--- src/sv/smd3_pkg.sv ---
// Shared types and constants of the third-order sliding-mode differentiator.
// Holds number formats, register indexes, operation codes and the
// controller-to-datapath command and status structs. No dependencies.
package smd3_pkg;

   // Number formats
   localparam int DATA_WIDTH  = 48;
   localparam int FRAC_BITS   = 32;
   localparam int GAIN_W      = 32;
   localparam int GAIN_FRAC   = 24;
   localparam int WEIGHT_W    = 40;
   localparam int WEIGHT_FRAC = 40;
   localparam int DB_W        = 32;
   localparam int ACC_W       = 64;
   localparam int PROD_W      = 2 * ACC_W;

   // Square root unit: radicand is the error magnitude shifted up by FRAC_BITS
   localparam int MAG_W      = DATA_WIDTH;
   localparam int ROOT_W     = (MAG_W + FRAC_BITS + 1) / 2;
   localparam int RAD_W      = 2 * ROOT_W;
   localparam int REM_W      = ROOT_W + 3;
   localparam int ROOT_STEPS = ROOT_W;
   localparam int CNT_W      = $clog2(ROOT_STEPS);

   // Configuration port
   localparam int CSR_IDX_W  = 3;
   localparam int CSR_DATA_W = 40;
   localparam logic [CSR_IDX_W-1:0] CSR_GAIN0    = 3'd0;
   localparam logic [CSR_IDX_W-1:0] CSR_GAIN1    = 3'd1;
   localparam logic [CSR_IDX_W-1:0] CSR_GAIN2    = 3'd2;
   localparam logic [CSR_IDX_W-1:0] CSR_GAIN3    = 3'd3;
   localparam logic [CSR_IDX_W-1:0] CSR_WEIGHT1  = 3'd4;
   localparam logic [CSR_IDX_W-1:0] CSR_WEIGHT2  = 3'd5;
   localparam logic [CSR_IDX_W-1:0] CSR_WEIGHT3  = 3'd6;
   localparam logic [CSR_IDX_W-1:0] CSR_DEADBAND = 3'd7;

   // Multiply program: one operation per product, in summation order
   localparam int OP_W = 4;
   localparam logic [OP_W-1:0] OP_P0      = 4'd0;   // r2*r4
   localparam logic [OP_W-1:0] OP_PHI0    = 4'd1;   // corrections
   localparam logic [OP_W-1:0] OP_PHI1    = 4'd2;
   localparam logic [OP_W-1:0] OP_PHI2    = 4'd3;
   localparam logic [OP_W-1:0] OP_PHI3    = 4'd4;
   localparam logic [OP_W-1:0] OP_N0_PHI  = 4'd5;   // z0 update terms
   localparam logic [OP_W-1:0] OP_N0_Z1   = 4'd6;
   localparam logic [OP_W-1:0] OP_N0_Z2   = 4'd7;
   localparam logic [OP_W-1:0] OP_N0_Z3   = 4'd8;
   localparam logic [OP_W-1:0] OP_N1_PHI  = 4'd9;   // z1 update terms
   localparam logic [OP_W-1:0] OP_N1_Z2   = 4'd10;
   localparam logic [OP_W-1:0] OP_N1_Z3   = 4'd11;
   localparam logic [OP_W-1:0] OP_N2_PHI  = 4'd12;  // z2 update terms
   localparam logic [OP_W-1:0] OP_N2_Z3   = 4'd13;
   localparam logic [OP_W-1:0] OP_N3_PHI  = 4'd14;  // z3 update term
   localparam logic [OP_W-1:0] OP_FIRST_W = OP_N0_PHI;
   localparam logic [OP_W-1:0] OP_LAST    = OP_N3_PHI;

   typedef struct packed {
      logic            item_start;  // latch reference, clear flag
      logic            err_calc;    // form error magnitude and sign
      logic            root_init;   // load square root radicand
      logic            root_pass;   // 0: root of |e|, 1: root of r2
      logic            root_step;   // one result bit
      logic            mul_en;      // one partial product
      logic [1:0]      mul_part;
      logic            round_en;    // round, shift and cap product
      logic            wb_en;       // write back the rounded result
      logic [OP_W-1:0] op;
      logic            out_load;    // commit estimates to output
   } cmd_type;

   typedef struct packed {
      logic active;                 // correction applies this item
   } status_type;

endpackage

--- src/sv/smd3_ctrl.sv ---
// Controller of the differentiator: sequences error, two square roots when
// active, the multiply program and the output transfer. Depends on smd3_pkg.
module smd3_ctrl (
   input  logic                clock,
   input  logic                reset,
   input  logic                req_tvalid,
   output logic                req_tready,
   output logic                rsp_tvalid,
   input  logic                rsp_tready,
   input  smd3_pkg::status_type status,
   output smd3_pkg::cmd_type   cmd
);
   import smd3_pkg::*;

   localparam logic [2:0] S_IDLE  = 3'd0;
   localparam logic [2:0] S_ERR   = 3'd1;
   localparam logic [2:0] S_RINIT = 3'd2;
   localparam logic [2:0] S_ROOT  = 3'd3;
   localparam logic [2:0] S_MUL   = 3'd4;
   localparam logic [2:0] S_RND   = 3'd5;
   localparam logic [2:0] S_WB    = 3'd6;
   localparam logic [2:0] S_DONE  = 3'd7;

   logic [2:0]      state_ff, state_in;
   logic            pass_ff, pass_in;
   logic [CNT_W-1:0] cnt_ff, cnt_in;
   logic [1:0]      part_ff, part_in;
   logic [OP_W-1:0] op_ff, op_in;
   logic            rsp_valid_ff, rsp_valid_in;

   assign req_tready = (state_ff == S_IDLE);
   assign rsp_tvalid = rsp_valid_ff;

   // next state and commands
   always_comb begin
      state_in     = state_ff;
      pass_in      = pass_ff;
      cnt_in       = cnt_ff;
      part_in      = part_ff;
      op_in        = op_ff;
      rsp_valid_in = rsp_valid_ff && !rsp_tready;
      cmd          = '0;
      cmd.op       = op_ff;
      cmd.mul_part = part_ff;
      cmd.root_pass = pass_ff;
      unique case (state_ff)
         S_IDLE: begin
            if (req_tvalid) begin
               cmd.item_start = 1'b1;
               pass_in        = 1'b0;
               state_in       = S_ERR;
            end
         end
         S_ERR: begin
            cmd.err_calc = 1'b1;
            state_in     = S_RINIT;
         end
         S_RINIT: begin
            if (!status.active) begin
               op_in    = OP_FIRST_W;
               part_in  = 2'd0;
               state_in = S_MUL;
            end else begin
               cmd.root_init = 1'b1;
               cnt_in        = '0;
               state_in      = S_ROOT;
            end
         end
         S_ROOT: begin
            cmd.root_step = 1'b1;
            cnt_in        = cnt_ff + 1'b1;
            if (cnt_ff == CNT_W'(ROOT_STEPS - 1)) begin
               if (!pass_ff) begin
                  pass_in  = 1'b1;
                  state_in = S_RINIT;
               end else begin
                  op_in    = OP_P0;
                  part_in  = 2'd0;
                  state_in = S_MUL;
               end
            end
         end
         S_MUL: begin
            cmd.mul_en = 1'b1;
            part_in    = part_ff + 1'b1;
            if (part_ff == 2'd3) state_in = S_RND;
         end
         S_RND: begin
            cmd.round_en = 1'b1;
            state_in     = S_WB;
         end
         S_WB: begin
            cmd.wb_en = 1'b1;
            if (op_ff == OP_LAST) begin
               state_in = S_DONE;
            end else begin
               op_in    = op_ff + 1'b1;
               part_in  = 2'd0;
               state_in = S_MUL;
            end
         end
         S_DONE: begin
            if (!rsp_valid_ff || rsp_tready) begin
               cmd.out_load = 1'b1;
               rsp_valid_in = 1'b1;
               state_in     = S_IDLE;
            end
         end
         default: state_in = S_IDLE;
      endcase
   end

   always_ff @(posedge clock) begin
      if (reset) begin
         state_ff     <= S_IDLE;
         pass_ff      <= 1'b0;
         cnt_ff       <= '0;
         part_ff      <= '0;
         op_ff        <= '0;
         rsp_valid_ff <= 1'b0;
      end else begin
         state_ff     <= state_in;
         pass_ff      <= pass_in;
         cnt_ff       <= cnt_in;
         part_ff      <= part_in;
         op_ff        <= op_in;
         rsp_valid_ff <= rsp_valid_in;
      end
   end

`ifndef NO_ASSERTIONS
   a_accept_to_err: assert property (@(posedge clock) disable iff (reset)
      (req_tvalid && req_tready) |=> (state_ff == S_ERR))
      else $error("accepted transfer did not start error stage");
   a_root_bound: assert property (@(posedge clock) disable iff (reset)
      (state_ff == S_ROOT) |-> (cnt_ff < CNT_W'(ROOT_STEPS)))
      else $error("root iteration count out of range");
   a_op_bound: assert property (@(posedge clock) disable iff (reset)
      (state_ff == S_MUL) |-> (op_ff <= OP_LAST))
      else $error("multiply program index out of range");
   a_hold_done: assert property (@(posedge clock) disable iff (reset)
      (state_ff == S_DONE && rsp_valid_ff && !rsp_tready) |=> (state_ff == S_DONE))
      else $error("result committed over an untaken result");
`endif

endmodule

--- config.mk ---
export PLATFORM = sky130hd
export DESIGN_NAME = smd3_ctrl
export DESIGN_NICKNAME = d
export VERILOG_FILES = /design/src/sv/smd3_pkg.sv /design/src/sv/smd3_ctrl.sv
export SDC_FILE = /design/constraint.sdc
export NUM_CORES = 1
export LEC_CHECK = 0
export ABC_AREA = 0
export BUFFER_PORTS_ARGS = -buffer_cell sky130_fd_sc_hd__clkbuf_2
export CORE_AREA = 5 5 52 54
export CTS_CLUSTER_SIZE = 12
export DETAILED_ROUTE_END_ITERATION = 6
export DIE_AREA = 0 0 57 59
export GPL_ROUTABILITY_DRIVEN = 0
export PLACE_DENSITY_LB_ADDON = 0.05
export SLEW_MARGIN = 20
export SYNTH_ARGS = -nofsm -noshare
export SYNTH_HDL_FRONTEND = slang
export SYNTH_SLANG_ARGS = --single-unit
--- constraint.sdc ---
create_clock -name clock -period 1.4 [get_ports clock]
set_input_delay 0.07 -clock clock [delete_from_list [all_inputs] [get_ports clock]]
set_output_delay 0.07 -clock clock [all_outputs]
set_load 0.01 [all_outputs]
# Word-level counts from Yosys, hierarchy flattened
# Index checks and enable logic that the tools add are counted.
dict set report op_classes {
  reduce_logical 14
  add_sub_neg 3
  mux 36
  eq_ne 18
}
# cell n
set ops {}
lappend ops {{3-bit one-hot mux with 8 select lines} 1}
lappend ops {{3-bit 2-to-1 mux} 6}
lappend ops {{4-bit 2-to-1 mux} 4}
lappend ops {{2-bit inequality test, second input constant} 8}
lappend ops {{1-bit 2-to-1 mux} 15}
lappend ops {{3-bit == test, second input constant} 4}
lappend ops {{4-bit one-hot mux with 3 select lines} 1}
lappend ops {{6-bit one-hot mux with 2 select lines} 1}
lappend ops {{2-bit 2-to-1 mux} 5}
lappend ops {{5-bit AND reduction} 2}
lappend ops {{2-bit one-hot mux with 4 select lines} 1}
lappend ops {{6-bit by 1-bit adder with 6-bit output, second input constant} 1}
lappend ops {{3-bit by 2-bit == test with 1-bit output, second input constant} 2}
lappend ops {{6-bit == test, second input constant} 1}
lappend ops {{6-bit 2-to-1 mux} 1}
lappend ops {{4-bit by 1-bit adder with 4-bit output, second input constant} 1}
lappend ops {{4-bit == test, second input constant} 1}
lappend ops {{4-bit AND reduction} 1}
lappend ops {{2-bit nonzero test} 2}
lappend ops {{4-bit nonzero test} 1}
lappend ops {{3-bit by 1-bit == test with 1-bit output, second input constant} 1}
lappend ops {{3-bit logical NOT} 1}
lappend ops {{3-bit AND reduction} 1}
lappend ops {{3-bit nonzero test} 1}
lappend ops {{other kinds (7)} 8}
dict set report totals {
  elab_cells 77
  inputBits 5
  out_inout_bits 17
  register_bits 17
}

# Depth between registers and ports, before layout
dict set report logic_depth {
  ltp_word 4
  ltp_mapped 6
  depth_no_buf 6
}

# Worst setup path after synthesis
# OpenSTA, ideal clock, no wires.
dict set report synth_timing {
  kind {register to register}
  start {register cnt_ff[2]}
  end {register op_ff[0]}
  n_path_buf 0
  arrival_time_ns 1.429
  period_less_slack_ns 1.561
  setup_time_ns 0.132
  required_ns 1.268
  slack_ns -0.161
  path_stages_with_launch 5
  path_cell_list {dfxtp_1 -> or3b_4 -> o31a_1 -> o31ai_1 -> a21oi_1}
}
dict set report synth_via {
  elab_chain_cells 3
}
# item line
set synth_rtl {}
lappend synth_rtl {{start, declared} smd3_ctrl.sv:26} ;# logic [CNT_W-1:0] cnt_ff, cnt_in;
lappend synth_rtl {{start signal, assigned} smd3_ctrl.sv:124} ;# cnt_ff <= cnt_in;
lappend synth_rtl {{6-bit == test} smd3_ctrl.sv:72} ;# if (cnt_ff == CNT_W'(ROOT_STEPS - 1)) begin
lappend synth_rtl {{2-bit inequality test (no line)} n/a}
lappend synth_rtl {{5-bit AND reduction (no line)} n/a}
lappend synth_rtl {{end signal, assigned} smd3_ctrl.sv:126} ;# op_ff <= op_in;
lappend synth_rtl {{end, declared} smd3_ctrl.sv:28} ;# logic [OP_W-1:0] op_ff, op_in;
# No other way between the ends.
# A chain may end at the register's enable or synchronous reset.

# Final worst setup path
dict set report layout_timing {
  start {register cnt_ff[4]}
  end {register op_ff[3]}
}
# Same word-level chain as after synthesis.

==> impl_metrics.env <==
export IMPL_grt_overflow=0
export IMPL_core_area_um2=2170
export IMPL_synth_edff_count=0
export IMPL_maxClockFrequency_mhz=655
export IMPL_max_cap_viol_count=0
export IMPL_total_power_uw=1520
export IMPL_gr_usage_met2_pct=28.7
export IMPL_criticalPathCategory="flip-flop to flip-flop"
export IMPL_crit_chain="or3b_4 > o31a_1 > nor3_2 > a311oi_1"
export IMPL_die_h_um=59
export IMPL_final_hold_worst_slack_ns=0.109
export IMPL_post_syn_area_per_cell_um2=7.99
export IMPL_die_w_um=57
export IMPL_cts_path_max_buffers=2
export IMPL_drt_initial_drc_count=21
export IMPL_synth_seq_cells=17
export IMPL_tightestPinTransition_ns=0.330
export IMPL_final_setup_worst_slack_ns=-0.126
export IMPL_drt_pass1_iter_count=4
export IMPL_gr_usage_met3_pct=2.83
export IMPL_path_clk_slew_ns=0.10
export IMPL_worst_path_largest_cell_delay_ns=0.41
export IMPL_floorplan_initialDensity_pct=45.7
export IMPL_route_antenna_remaining_nets=0
export IMPL_min_period_ns=1.53
export IMPL_core_rowCount=17
export IMPL_worst_path_dominant_cell_family="simple AND/OR/NAND/NOR gates"
export IMPL_outcome="finished with violations"
export IMPL_clkLatencyLatePin_ns=0.28
export IMPL_synth_most_common_cell="sky130_fd_sc_hd__nor2_1"
export IMPL_worst_path_buf_inv=0
export IMPL_cts_made_buffers=3
export IMPL_timing_critical_path_from_type="flip-flop"
export IMPL_layout_worst_path_cycle_share_pct=109
export IMPL_power_per_cell_area_nw_per_um2=1020
export IMPL_ios=22
export IMPL_rsz0062_at_grt="yes"
export IMPL_buffer_ports_inserted=21
export IMPL_tritoncts="yes"
export IMPL_num_vias=1094
export IMPL_cts_root_buffer_cell="sky130_fd_sc_hd__clkbuf_4"
export IMPL_netlist_top_cells_count="sky130_fd_sc_hd__nor2_1 (18), sky130_fd_sc_hd__dfxtp_1 (17), sky130_fd_sc_hd__a21oi_1 (9), sky130_fd_sc_hd__nand2_1 (9), sky130_fd_sc_hd__inv_1 (6)"
export IMPL_initial_antenna_violation_count=0
export IMPL_async_flop_share_pct=0
export IMPL_global_route_wire_length_before_repair_um=4550
export IMPL_layout_filler_cells=193
export IMPL_synth_top_cell_area_share_pct=34.3
export IMPL_cells_after_synthesis=124
export IMPL_post_route_drc_count=0
export IMPL_violations="setup timing"
export IMPL_antenna_diode_count=0
export IMPL_yosys_synthesis_warning_count=0
export IMPL_total_leakage_power_uw=0.000668
export IMPL_multi_input_comb_area_um2=637
export IMPL_fp_dieArea_um2=3360
export IMPL_critical_path_peak_fanout=4
export IMPL_netlist_top_cells_area="sky130_fd_sc_hd__dfxtp_1 (34%), sky130_fd_sc_hd__nor2_1 (6.8%), sky130_fd_sc_hd__ha_1 (5.1%), sky130_fd_sc_hd__a21oi_1 (4.5%), sky130_fd_sc_hd__nand2_1 (3.4%)"
export IMPL_endpoint_kind="flip-flop"
export IMPL_crit_arrival_ns=1.70
export IMPL_grt_pass1_vias=1009
export IMPL_global_route_peak_usage_layer="met2"
export IMPL_timing_critical_path_required_ns=1.57
export IMPL_synth_area_leader_cell="sky130_fd_sc_hd__dfxtp_1"
export IMPL_placement_setup_worst_slack_ns=-0.125
export IMPL_fin_setup_tns_ns=-0.780
export IMPL_grtUsageMet1_pct=21.4
export IMPL_synthFlopType="sky130_fd_sc_hd__dfxtp_1"
export IMPL_final_setup_skew_ns=0.00546
export IMPL_per_cell_routed_wire_length_um=13.2
export IMPL_drt_total_wl_um=2710
export IMPL_clock_sinks=17
export IMPL_crit_slowest_cell="sky130_fd_sc_hd__or3b_4"
export IMPL_detail_route_vias_per_cell=5.31
export IMPL_hpwlAfterDp_um=2000
export IMPL_grt_max_degree=16
export IMPL_max_slew_margin_pct=78.0
export IMPL_h_tree_depth=1
export IMPL_final_hold_viols=0
export IMPL_synthesis_nets=133
export IMPL_fin_nets=188
export IMPL_sequential_cell_area_um2=349
export IMPL_drive_gt1_share_pct=46.6
export IMPL_area_growth_syn_to_layout_pct=50.6
export IMPL_finalSetupViolCount=10
export IMPL_vdd_drop_max_mv=0.922
export IMPL_synth_cell_type_count=42
export IMPL_final_max_slew_violation_count=0
export IMPL_postCtsHoldBufs=0
export IMPL_min_path_type="primary input to flip-flop"
export IMPL_grtUsageTotal_pct=16.7
export IMPL_synth_cell_area_um2=991
export IMPL_ys_seq_area_share_pct=34.3
-- routing by layer --
layer	share of wire, %	vias up
met5	0	-
met4	1.5	0
met3	3.9	4
met2	48	23
met1	46	510
li1	-	557
-- repair_timing --
action	in CTS	in global routing
resized for setup	11	20
hold endpoints to repair	0	0
endpoints found under the setup margin	18	18
pin swaps	1	9
setup buffers	3	5
-- where the power goes --
group | switching [uW] | leakage (uW) | internal [uW]
clock network | 152 | 0.0000150 | 110
logic | 338 | 0.000513 | 349
registers | 46.7 | 0.000140 | 528
total | 537 | 0.000668 | 987
-- state kept, by name, indices dropped and copies added, names as in the netlist --
register,cells
part_ff,2
rsp_tvalid,1
pass_ff,1
state_ff,3
cnt_ff,6
op_ff,4
-- tightest hold or removal path: stages --
cell	delay, ns
sky130_fd_sc_hd__clkbuf_2	0.07
sky130_fd_sc_hd__nor2b_1	0.07
sky130_fd_sc_hd__nor2_1	0.11
sky130_fd_sc_hd__nor2_1	0.04
-- cells in the final DEF, fill, tap and decap left out, types with 2 or more instances in the layout --
cell type and n:
sky130_fd_sc_hd__a211oi_1 2, sky130_fd_sc_hd__a21oi_1 9, sky130_fd_sc_hd__a31oi_1 2, sky130_fd_sc_hd__buf_4 30, sky130_fd_sc_hd__buf_6 7, sky130_fd_sc_hd__clkbuf_2 18
sky130_fd_sc_hd__clkbuf_4 3, sky130_fd_sc_hd__dfxtp_1 12, sky130_fd_sc_hd__dfxtp_2 4, sky130_fd_sc_hd__ha_1 4, sky130_fd_sc_hd__inv_1 5, sky130_fd_sc_hd__inv_4 2
sky130_fd_sc_hd__nand2_1 8, sky130_fd_sc_hd__nand3_1 5, sky130_fd_sc_hd__nand3b_1 2, sky130_fd_sc_hd__nand4_1 3, sky130_fd_sc_hd__nor2_1 15, sky130_fd_sc_hd__nor2_2 2
sky130_fd_sc_hd__nor2b_1 2, sky130_fd_sc_hd__nor3_1 4, sky130_fd_sc_hd__nor3_2 2, sky130_fd_sc_hd__o21a_1 3, sky130_fd_sc_hd__o21ai_0 2, sky130_fd_sc_hd__o31ai_1 2
-- final timing paths --
check        cells after the start        from    endpoint  slack [ns]
max                              4   cnt_ff[4]    op_ff[3]       -0.13
min                              4  rsp_tready  rsp_tvalid        0.11
max reg2reg                      4   cnt_ff[4]    op_ff[3]       -0.13
min reg2reg                      1  part_ff[0]  part_ff[0]        0.51
-- cell type report --
type | count | share of cell area, %
clock buffer | 4 | 1.76
timing repair buffer | 57 | 27.7
sequential | 17 | 23.4
multi-input combinational | 93 | 42.7
tap | 28 | 2.35
inverter | 7 | 2.10
-- logic make-up after synthesis --
family,synth area share (%)
AOI/OAI and AO/OA,23.6
adders and majority gates,5.05
buffers and inverters,6.31
DFF,34.3
muxes,1.14
and+or+nand+nor,29.5
-- per-stage QoR --
step | cell area [um2] | util (%) | cells
after floorplan | 996 | - | 124
after CTS | 1400 | 64.4 | 201
after global placement | 1310 | 60.4 | 194
final | 1490 | 68.8 | 206
after detailed placement | 1310 | 60.4 | 194
after global routing | 1490 | 68.8 | 206
No activity file was read; power rests on OpenSTA's default activity.
